### config.mk
export PLATFORM = sky130hd
export DESIGN_NAME = dirty_range_tracker
export DESIGN_NICKNAME = d
export VERILOG_FILES = /design/src/rtl/core/drt_pkg.sv /design/src/rtl/core/dirty_range_tracker.sv /design/src/rtl/core/drt_mem.sv /design/src/rtl/core/drt_out_reg.sv
export SDC_FILE = /design/constraint.sdc
export NUM_CORES = 2
export LEC_CHECK = 0
export BUFFER_PORTS_ARGS = -buffer_cell sky130_fd_sc_hd__buf_2
export CORE_MARGIN = 2
export CORE_UTILIZATION = 39
export CTS_BUF_LIST = sky130_fd_sc_hd__clkbuf_8
export DETAILED_ROUTE_END_ITERATION = 16
export GPL_TIMING_DRIVEN = 1
export PLACE_DENSITY = 0.58
export SLEW_MARGIN = 20
export SYNTH_ARGS = -nofsm -noshare
export SYNTH_HDL_FRONTEND = slang
export SYNTH_SLANG_ARGS = --single-unit
### constraint.sdc
create_clock -name clk -period 11.3 [get_ports clk]
set_input_delay 0.565 -clock clk [delete_from_list [all_inputs] [get_ports clk]]
set_output_delay 0.565 -clock clk [all_outputs]
set_load 0.01 [all_outputs]
### src/rtl/core/drt_pkg.sv
package drt_pkg;

	localparam int MAX_RANGES = 16;
	localparam int PAGE_BITS  = 12;
	localparam int ADDR_BITS  = 32;

	// table index and fill count widths
	localparam int IDX_W = (MAX_RANGES > 1) ? $clog2(MAX_RANGES) : 1;
	localparam int CNT_W = $clog2(MAX_RANGES + 1);

	// rounded end needs two bits above a 32-bit offset
	localparam int END_W = 34;

	localparam logic [END_W-1:0] PAGE_MASK = (END_W'(1) << PAGE_BITS) - END_W'(1);
	localparam logic [63:0]      SPACE_TOP = 64'd1 << ADDR_BITS;

	// command codes
	localparam logic [1:0] CMD_ADD   = 2'd0;
	localparam logic [1:0] CMD_SYNC  = 2'd1;
	localparam logic [1:0] CMD_FLUSH = 2'd2;

	typedef enum logic [2:0] {
		ST_CONTAINED,
		ST_MERGED,
		ST_INSERTED,
		ST_FULL,
		ST_OUT_OF_RANGE,
		ST_RANGE,
		ST_EMPTY,
		ST_FLUSHED
	} status_t;

	typedef enum logic [2:0] {
		S_IDLE,
		S_CALC,
		S_SEARCH,
		S_EMIT,
		S_SYNC_RD,
		S_SYNC_WAIT
	} state_t;

	// one result item
	typedef struct packed {
		status_t     status;
		logic [31:0] offset;
		logic [32:0] length;
		logic        wait_f;
		logic        last;
	} res_t;

	// table access request
	typedef struct packed {
		logic             we;
		logic [IDX_W-1:0] waddr;
		logic [31:0]      wstart;
		logic [END_W-1:0] wend;
		logic             re;
		logic [IDX_W-1:0] raddr;
	} mem_req_t;

endpackage

### src/rtl/core/dirty_range_tracker.sv
// Add: the search reads one table entry per cycle from the range memory.
// Sync: for each recorded range, a memory read, then an output load.
// A new item is taken only once the previous one has loaded its last result.
// Reset clears image_base, the fill count and the output valid; range memory
//   contents stay undefined and need no clearing pass.
module dirty_range_tracker
	import drt_pkg::*;
(
	input  logic        clk,
	input  logic        arst_n,
	input  logic        cfg_we,
	input  logic [31:0] cfg_wdata,
	input  logic        in_valid,
	output logic        in_stall,
	input  logic [1:0]  command,
	input  logic [31:0] address,
	input  logic [31:0] length,
	input  logic        wait_req,
	output logic        out_valid,
	input  logic        out_stall,
	output logic [2:0]  status,
	output logic [31:0] range_offset,
	output logic [32:0] range_length,
	output logic        wait_flag,
	output logic        last
);

	state_t state_q, state_d;

	logic [31:0]      base_q;
	logic [CNT_W-1:0] count_q, count_d;
	logic [CNT_W-1:0] rem_q, rem_d;
	logic             cmp_v_s1;
	logic [IDX_W-1:0] cmp_idx_s1;

	logic             below_q;
	logic [31:0]      rel_q;
	logic [31:0]      len_q;
	logic             wait_q;
	logic [31:0]      s_q;
	logic [END_W-1:0] e_q;
	res_t             res_q, res_d;
	logic             res_en;

	logic             accept;
	logic             slot_free;
	logic             out_load;
	res_t             out_res, load_res;
	mem_req_t         mreq;
	logic [31:0]      rd_start;
	logic [END_W-1:0] rd_end;

	logic [END_W-1:0] e_sum, e_c;
	logic [31:0]      s_c;
	logic             range_bad;
	logic             contain, touch, exhausted;
	logic [32:0]      add_len;

	assign in_stall = (state_q != S_IDLE);
	assign accept   = in_valid && !in_stall;

	// page rounding of the relative range
	assign e_sum     = END_W'(rel_q) + END_W'(len_q) + PAGE_MASK;
	assign e_c       = e_sum & ~PAGE_MASK;
	assign s_c       = rel_q & ~PAGE_MASK[31:0];
	assign range_bad = below_q || (64'(e_c) > SPACE_TOP);

	// compare of the entry read last cycle
	assign contain   = cmp_v_s1 && (rd_start <= s_q) && (e_q <= rd_end);
	assign touch     = cmp_v_s1 && (rd_end >= END_W'(s_q)) && (e_q >= END_W'(rd_start));
	assign exhausted = !cmp_v_s1 && (rem_q == '0);
	assign add_len   = 33'(e_q - END_W'(s_q));

	// next state, table access and result selection
	always_comb begin
		state_d  = state_q;
		count_d  = count_q;
		rem_d    = rem_q;
		res_d    = res_q;
		res_en   = 1'b0;
		out_load = 1'b0;
		load_res = res_q;
		mreq     = '0;
		mreq.raddr = IDX_W'(rem_q - CNT_W'(1));
		case (state_q)
			S_IDLE: begin
				if (accept) begin
					case (command)
						CMD_ADD: state_d = S_CALC;
						CMD_SYNC: begin
							rem_d   = count_q;
							state_d = S_SYNC_RD;
						end
						CMD_FLUSH: begin
							count_d = '0;
							res_d   = '{ST_FLUSHED, 32'd0, 33'd0, 1'b0, 1'b1};
							res_en  = 1'b1;
							state_d = S_EMIT;
						end
						default: state_d = S_IDLE;
					endcase
				end
			end
			S_CALC: begin
				if (range_bad) begin
					res_d   = '{ST_OUT_OF_RANGE, 32'd0, 33'd0, 1'b0, 1'b1};
					res_en  = 1'b1;
					state_d = S_EMIT;
				end else begin
					rem_d   = count_q;
					state_d = S_SEARCH;
				end
			end
			S_SEARCH: begin
				// keep one read in flight ahead of the compare
				if (rem_q != '0) begin
					mreq.re = 1'b1;
					rem_d   = rem_q - CNT_W'(1);
				end
				res_d = '{ST_CONTAINED, s_q, add_len, 1'b0, 1'b1};
				if (contain) begin
					res_en  = 1'b1;
					state_d = S_EMIT;
				end else if (touch) begin
					mreq.we     = 1'b1;
					mreq.waddr  = cmp_idx_s1;
					mreq.wstart = (s_q < rd_start) ? s_q : rd_start;
					mreq.wend   = (e_q > rd_end) ? e_q : rd_end;
					res_d.status = ST_MERGED;
					res_en  = 1'b1;
					state_d = S_EMIT;
				end else if (exhausted) begin
					if (count_q == CNT_W'(MAX_RANGES)) begin
						res_d.status = ST_FULL;
					end else begin
						mreq.we     = 1'b1;
						mreq.waddr  = count_q[IDX_W-1:0];
						mreq.wstart = s_q;
						mreq.wend   = e_q;
						count_d     = count_q + CNT_W'(1);
						res_d.status = ST_INSERTED;
					end
					res_en  = 1'b1;
					state_d = S_EMIT;
				end
			end
			S_EMIT: begin
				if (slot_free) begin
					out_load = 1'b1;
					state_d  = S_IDLE;
				end
			end
			S_SYNC_RD: begin
				if (rem_q == '0) begin
					// empty table
					load_res = '{ST_EMPTY, 32'd0, 33'd0, wait_q, 1'b1};
					if (slot_free) begin
						out_load = 1'b1;
						state_d  = S_IDLE;
					end
				end else begin
					mreq.re = 1'b1;
					rem_d   = rem_q - CNT_W'(1);
					state_d = S_SYNC_WAIT;
				end
			end
			S_SYNC_WAIT: begin
				load_res = '{ST_RANGE, rd_start, 33'(rd_end - END_W'(rd_start)),
					wait_q, (rem_q == '0)};
				if (slot_free) begin
					out_load = 1'b1;
					if (rem_q == '0) begin
						count_d = '0;
						state_d = S_IDLE;
					end else begin
						state_d = S_SYNC_RD;
					end
				end
			end
			default: state_d = S_IDLE;
		endcase
	end

	// control registers
	always_ff @(posedge clk or negedge arst_n) begin
		if (!arst_n) begin
			state_q  <= S_IDLE;
			base_q   <= '0;
			count_q  <= '0;
			rem_q    <= '0;
			cmp_v_s1 <= 1'b0;
		end else begin
			state_q  <= state_d;
			count_q  <= count_d;
			rem_q    <= rem_d;
			cmp_v_s1 <= mreq.re && (state_q == S_SEARCH);
			if (cfg_we) begin
				base_q <= cfg_wdata;
			end
		end
	end

	// item and search payload
	always_ff @(posedge clk) begin
		cmp_idx_s1 <= mreq.raddr;
		if (accept) begin
			below_q <= (address < base_q);
			rel_q   <= address - base_q;
			len_q   <= length;
			wait_q  <= wait_req;
		end
		if (state_q == S_CALC) begin
			s_q <= s_c;
			e_q <= e_c;
		end
		if (res_en) begin
			res_q <= res_d;
		end
	end

	drt_mem u_mem (
		.clk      (clk),
		.req      (mreq),
		.rd_start (rd_start),
		.rd_end   (rd_end)
	);

	drt_out_reg u_out (
		.clk       (clk),
		.arst_n    (arst_n),
		.load      (out_load),
		.res_i     (load_res),
		.out_stall (out_stall),
		.out_valid (out_valid),
		.res_o     (out_res),
		.free      (slot_free)
	);

	assign status       = out_res.status;
	assign range_offset = out_res.offset;
	assign range_length = out_res.length;
	assign wait_flag    = out_res.wait_f;
	assign last         = out_res.last;

endmodule

### src/rtl/core/drt_mem.sv
module drt_mem
	import drt_pkg::*;
(
	input  logic             clk,
	input  mem_req_t         req,
	output logic [31:0]      rd_start,
	output logic [END_W-1:0] rd_end
);

	logic [31:0]      start_mem [MAX_RANGES];
	logic [END_W-1:0] end_mem   [MAX_RANGES];

	// write port
	always_ff @(posedge clk) begin
		if (req.we) begin
			start_mem[req.waddr] <= req.wstart;
			end_mem[req.waddr]   <= req.wend;
		end
	end

	// registered read port, holds when not enabled
	always_ff @(posedge clk) begin
		if (req.re) begin
			rd_start <= start_mem[req.raddr];
			rd_end   <= end_mem[req.raddr];
		end
	end

endmodule

### src/rtl/core/drt_out_reg.sv
module drt_out_reg
	import drt_pkg::*;
(
	input  logic clk,
	input  logic arst_n,
	input  logic load,
	input  res_t res_i,
	input  logic out_stall,
	output logic out_valid,
	output res_t res_o,
	output logic free
);

	logic valid_q;
	res_t res_q;

	// slot is free when empty or being taken this cycle
	assign free      = !valid_q || !out_stall;
	assign out_valid = valid_q;
	assign res_o     = res_q;

	always_ff @(posedge clk or negedge arst_n) begin
		if (!arst_n) begin
			valid_q <= 1'b0;
		end else if (load) begin
			valid_q <= 1'b1;
		end else if (free) begin
			valid_q <= 1'b0;
		end
	end

	always_ff @(posedge clk) begin
		if (load) begin
			res_q <= res_i;
		end
	end

endmodule

==> results.txt <==
The run finished with clean final reports. The netlist area before placement came out at between 50000 and 60000 sq um. The routed design could run at a clock period as short as ~6 ns.

The power density of the placed cells came out at 277 nW/um^2. The worst ir drop on vdd came out at ~0.00036 V. 176 I/O pins were placed. The total number of yosys warnings came out at 0.

The highest net fanout along the worst path came out at 46. The actual transition at the worst max-transition pin is 1.10 ns. The fmax came out at 167 MHz.

The post-CTS setup buffer count is 0. After detailed routing, the average wire length per cell comes to 25.6 um. The number of global-route vias before repair came to 33000. The number of placed cells counting well taps is 5559. The share of total power dissipated in the clock network is 21.1%. The wire length of the first global-routing pass came out at 225 mm. Summed over all cells, the static leakage comes to 23.8 nW. The worst hold path class is in2reg. The routability-driven placement congestion ratio is about 0.9.

The number of maximum-capacitance violations came out at 0. Of the total power, the share spent switching nets is 37.0%. The area of the die came out at 157000 sq um.

The largest buffer count on any clock path is 3. The H-tree depth came out at 4. In this run the tightest slew margin relative to its limit is 26.3%. The total global routing overflow came out at 0.

The number of standard-cell rows in the floorplan came out at 143. The count of hold-fix buffers inserted at cts is between 70 and 80. The HPWL after detailed placement came out at 96.5 mm. The minimum setup slack among reg-to-reg paths came out at 5.32 ns. The number of max-slew violations in the final report came to 0. Setup repair after global routing left no endpoint under its margin.

The async set-or-reset flop fraction in the synthesized netlist is around 3.4%. The post-layout worst setup margin came out at 5.32 ns. The number of routed nets with antenna violations came out at 0. The final-report setup violation count is 0. The most common library cell in the layout ignoring fill and taps is sky130_fd_sc_hd__edfxtp_1. The total DRC errors in the routed layout is 0. The pin count of the biggest net entering global routing came out at 130.

On the final layout, the worst clock skew is 0.0692 ns. The switching power came out at 7.01 mW. The floorplan die width came out at slightly below 400 um. The number of buffers created by CTS came out at 219. Summed over all failing endpoints, the final setup total negative slack is 0 ns. The initial antenna violation count is 12. The data required time of the worst path is 11.85 ns.

Of the total power, combinational logic draws 39.9%. The global-route total usage across every layer came out at 19.7%. The area growth from synthesis to final layout is 14.2%. The endpoint arrival time on the critical path is 6.53 ns. The type of the worst setup path is reg2reg. The internal cell power is 11.9 mW. After synthesis the netlist holds a flip-flop and latch count of around 1400. At the later pin of the worst-skew pair, clock insertion delay measures slightly below 1 ns. The die is 396 um tall.

The number of library cell types mapped by synthesis came out at 85. Synthesis produced a netlist whose cell count is 3416. The routed wire length came out at 155 mm. In the layout the commonest cells are sky130_fd_sc_hd__edfxtp_1 (1344), sky130_fd_sc_hd__mux4_2 (330), sky130_fd_sc_hd__inv_1 (265).

The initial core utilization is around two fifths. The number of nets in the layout came out at 4159. Gates resized during post-CTS repair numbered 0.

Yosys mapped a number of flops with a built-in enable equal to 1344. After layout, the worst path uses 52.9% of the clock period. The post-placement setup slack is 5.49 ns. Clock-pin slew was measured on the worst setup and hold paths at 0.06 ns. The count of cells in the finished layout, fillers not included, comes to 6026. The worst setup path is launched from a flip-flop.

Of the cells placed in the final design, the portion with a size suffix greater than 1 is 22.9%. The clock tree from TritonCTS is built. For this run, the register share of the synthesized area comes to slightly below 70%. The net count after synthesis came out at 3753. The share of power burned in registers came out at 39.0%. STA classifies the critical path endpoint as a flip-flop. The clock root buffer is sky130_fd_sc_hd__clkbuf_8. The detailed-routing iteration count for the pre-antenna-repair pass came out at 6. Buffers placed on the I/O ports in this run total 175.

The most used flip-flop cell after synthesis is sky130_fd_sc_hd__edfxtp_1. The average size of a mapped cell came out at 17.5 sq um. The starting DRC count in detailed routing is 3164. The count of vias placed by the detailed router came out at 32900. The number of hold violations in the final report came out at 0. Cells fill between 40% and 50% of the core in the end. In the routed layout, each cell is associated on average with a via count of 5.46.

The floorplan step defined a core boundary enclosing 152000 sq um. The clock sink count came out at 1395.
-- area by class of cell --
class | count | area [sq um]
well taps | 2030 | 2540
clock buffers | 226 | 3110
flip-flops and latches | 1395 | 41600
fillers | 13100 | 83900
inverters | 196 | 736
multi-input cells | 1708 | 17300
diodes | 1 | 2.50
clock inverters | 168 | 943
repair buffers | 302 | 2080
-- critical path, stage by stage, from the launching register on --
cell and delay (ns):
sky130_fd_sc_hd__edfxtp_1 0.54, sky130_fd_sc_hd__nor4_1 0.80, sky130_fd_sc_hd__a41o_1 0.30, sky130_fd_sc_hd__a21oi_1 0.09, sky130_fd_sc_hd__o21ai_0 0.22, sky130_fd_sc_hd__a21o_1 0.15
sky130_fd_sc_hd__a21oi_1 0.06, sky130_fd_sc_hd__o21ai_0 0.29, sky130_fd_sc_hd__nand2_1 0.11, sky130_fd_sc_hd__a31oi_2 0.46, sky130_fd_sc_hd__a22oi_1 0.22, sky130_fd_sc_hd__or3_1 0.56
sky130_fd_sc_hd__nor2_4 0.81, sky130_fd_sc_hd__buf_4 0.90
-- power by group through the flow --
stage          sequential [mW]  combinational, mW  clock (mW)
2_1_floorplan             7.34               4.91           0
3_3_place_gp              7.47               7.48           0
3_5_place_dp              7.48               7.51           0
4_1_cts                   7.38               7.56        4.11
5_1_grt                   7.43               8.16        4.32
6_report                  7.38               7.55        3.99
-- cell usage after synthesis, types with 47 or more instances --
cell type | count | area, sq um
sky130_fd_sc_hd__inv_1 | 195 | 732
sky130_fd_sc_hd__a21oi_1 | 116 | 581
sky130_fd_sc_hd__dfrtp_1 | 47 | 1180
sky130_fd_sc_hd__nand2_1 | 145 | 544
sky130_fd_sc_hd__mux4_2 | 330 | 7430
sky130_fd_sc_hd__o21ai_0 | 139 | 696
sky130_fd_sc_hd__ha_1 | 230 | 2880
sky130_fd_sc_hd__clkbuf_1 | 88 | 330
sky130_fd_sc_hd__xnor2_1 | 52 | 455
sky130_fd_sc_hd__a21o_1 | 61 | 458
sky130_fd_sc_hd__nor2_1 | 193 | 724
sky130_fd_sc_hd__edfxtp_1 | 1344 | 40400
-- state kept, by name (all words and copies together) (netlist names), 20 cells and up --
| register | cells |
|---|---|
| res_q | 44 |
| s_q | 20 |
| u_mem.rd_start | 32 |
| u_mem.rd_end | 34 |
| rel_q | 32 |
| u_out.res_o | 70 |
| base_q | 32 |
| e_q | 22 |
| u_mem.start_mem | 512 |
| u_mem.end_mem | 544 |
| len_q | 32 |
-- metrics by stage --
| stage | hold WS, ns | power [mW] | area, sq um |
|---|---|---|---|
| 2_1_floorplan | 0.269 | 12.3 | 59900 |
| 3_3_place_gp | 0.444 | 15.0 | 63500 |
| 3_5_place_dp | 0.451 | 15.0 | 63500 |
| 4_1_cts | 0.00835 | 19.1 | 68300 |
| 5_1_grt | 0.0713 | 19.9 | 68400 |
| 6_report | 0.112 | 18.9 | 68400 |
-- metal layers --
layer  track usage, %  vias to the layer above  wire (um)
met5                0                        -          7
met4             6.11                        2       3980
met3             4.13                      223      11500
met2             30.1                     1216      71300
met1             28.2                    17100      67700
li1                 -                    14400          -
-- logic make-up after synthesis --
family	after synthesis	share of synthesized area, %
muxes	360	12.9
and+or+nand+nor	554	4.36
buffers and inverters	313	1.97
xor gates and xnor gates	87	1.27
AOI/OAI and AO/OA	474	5.04
adders and majority gates	233	4.91
DFF	1395	69.5
-- worst paths after layout --
kind,from,to,depth (start not counted)
max,u_mem.rd_start[0]$_DFFE_PP_,u_mem.start_mem[9][17]$_DFFE_PP_,13
min,address[30],rel_q[30]$_DFFE_PP_,3
max reg2reg,u_mem.rd_start[0]$_DFFE_PP_,u_mem.start_mem[9][17]$_DFFE_PP_,13
min reg2reg,rel_q[12]$_DFFE_PP_,s_q[12]$_DFFE_PP_,0
max in group asynchronous,arst_n,rem_q[0]$_DFFE_PN0P_,3
min in group asynchronous,arst_n,base_q[1]$_DFFE_PN0P_,3
(Power assumes the default switching activity.)
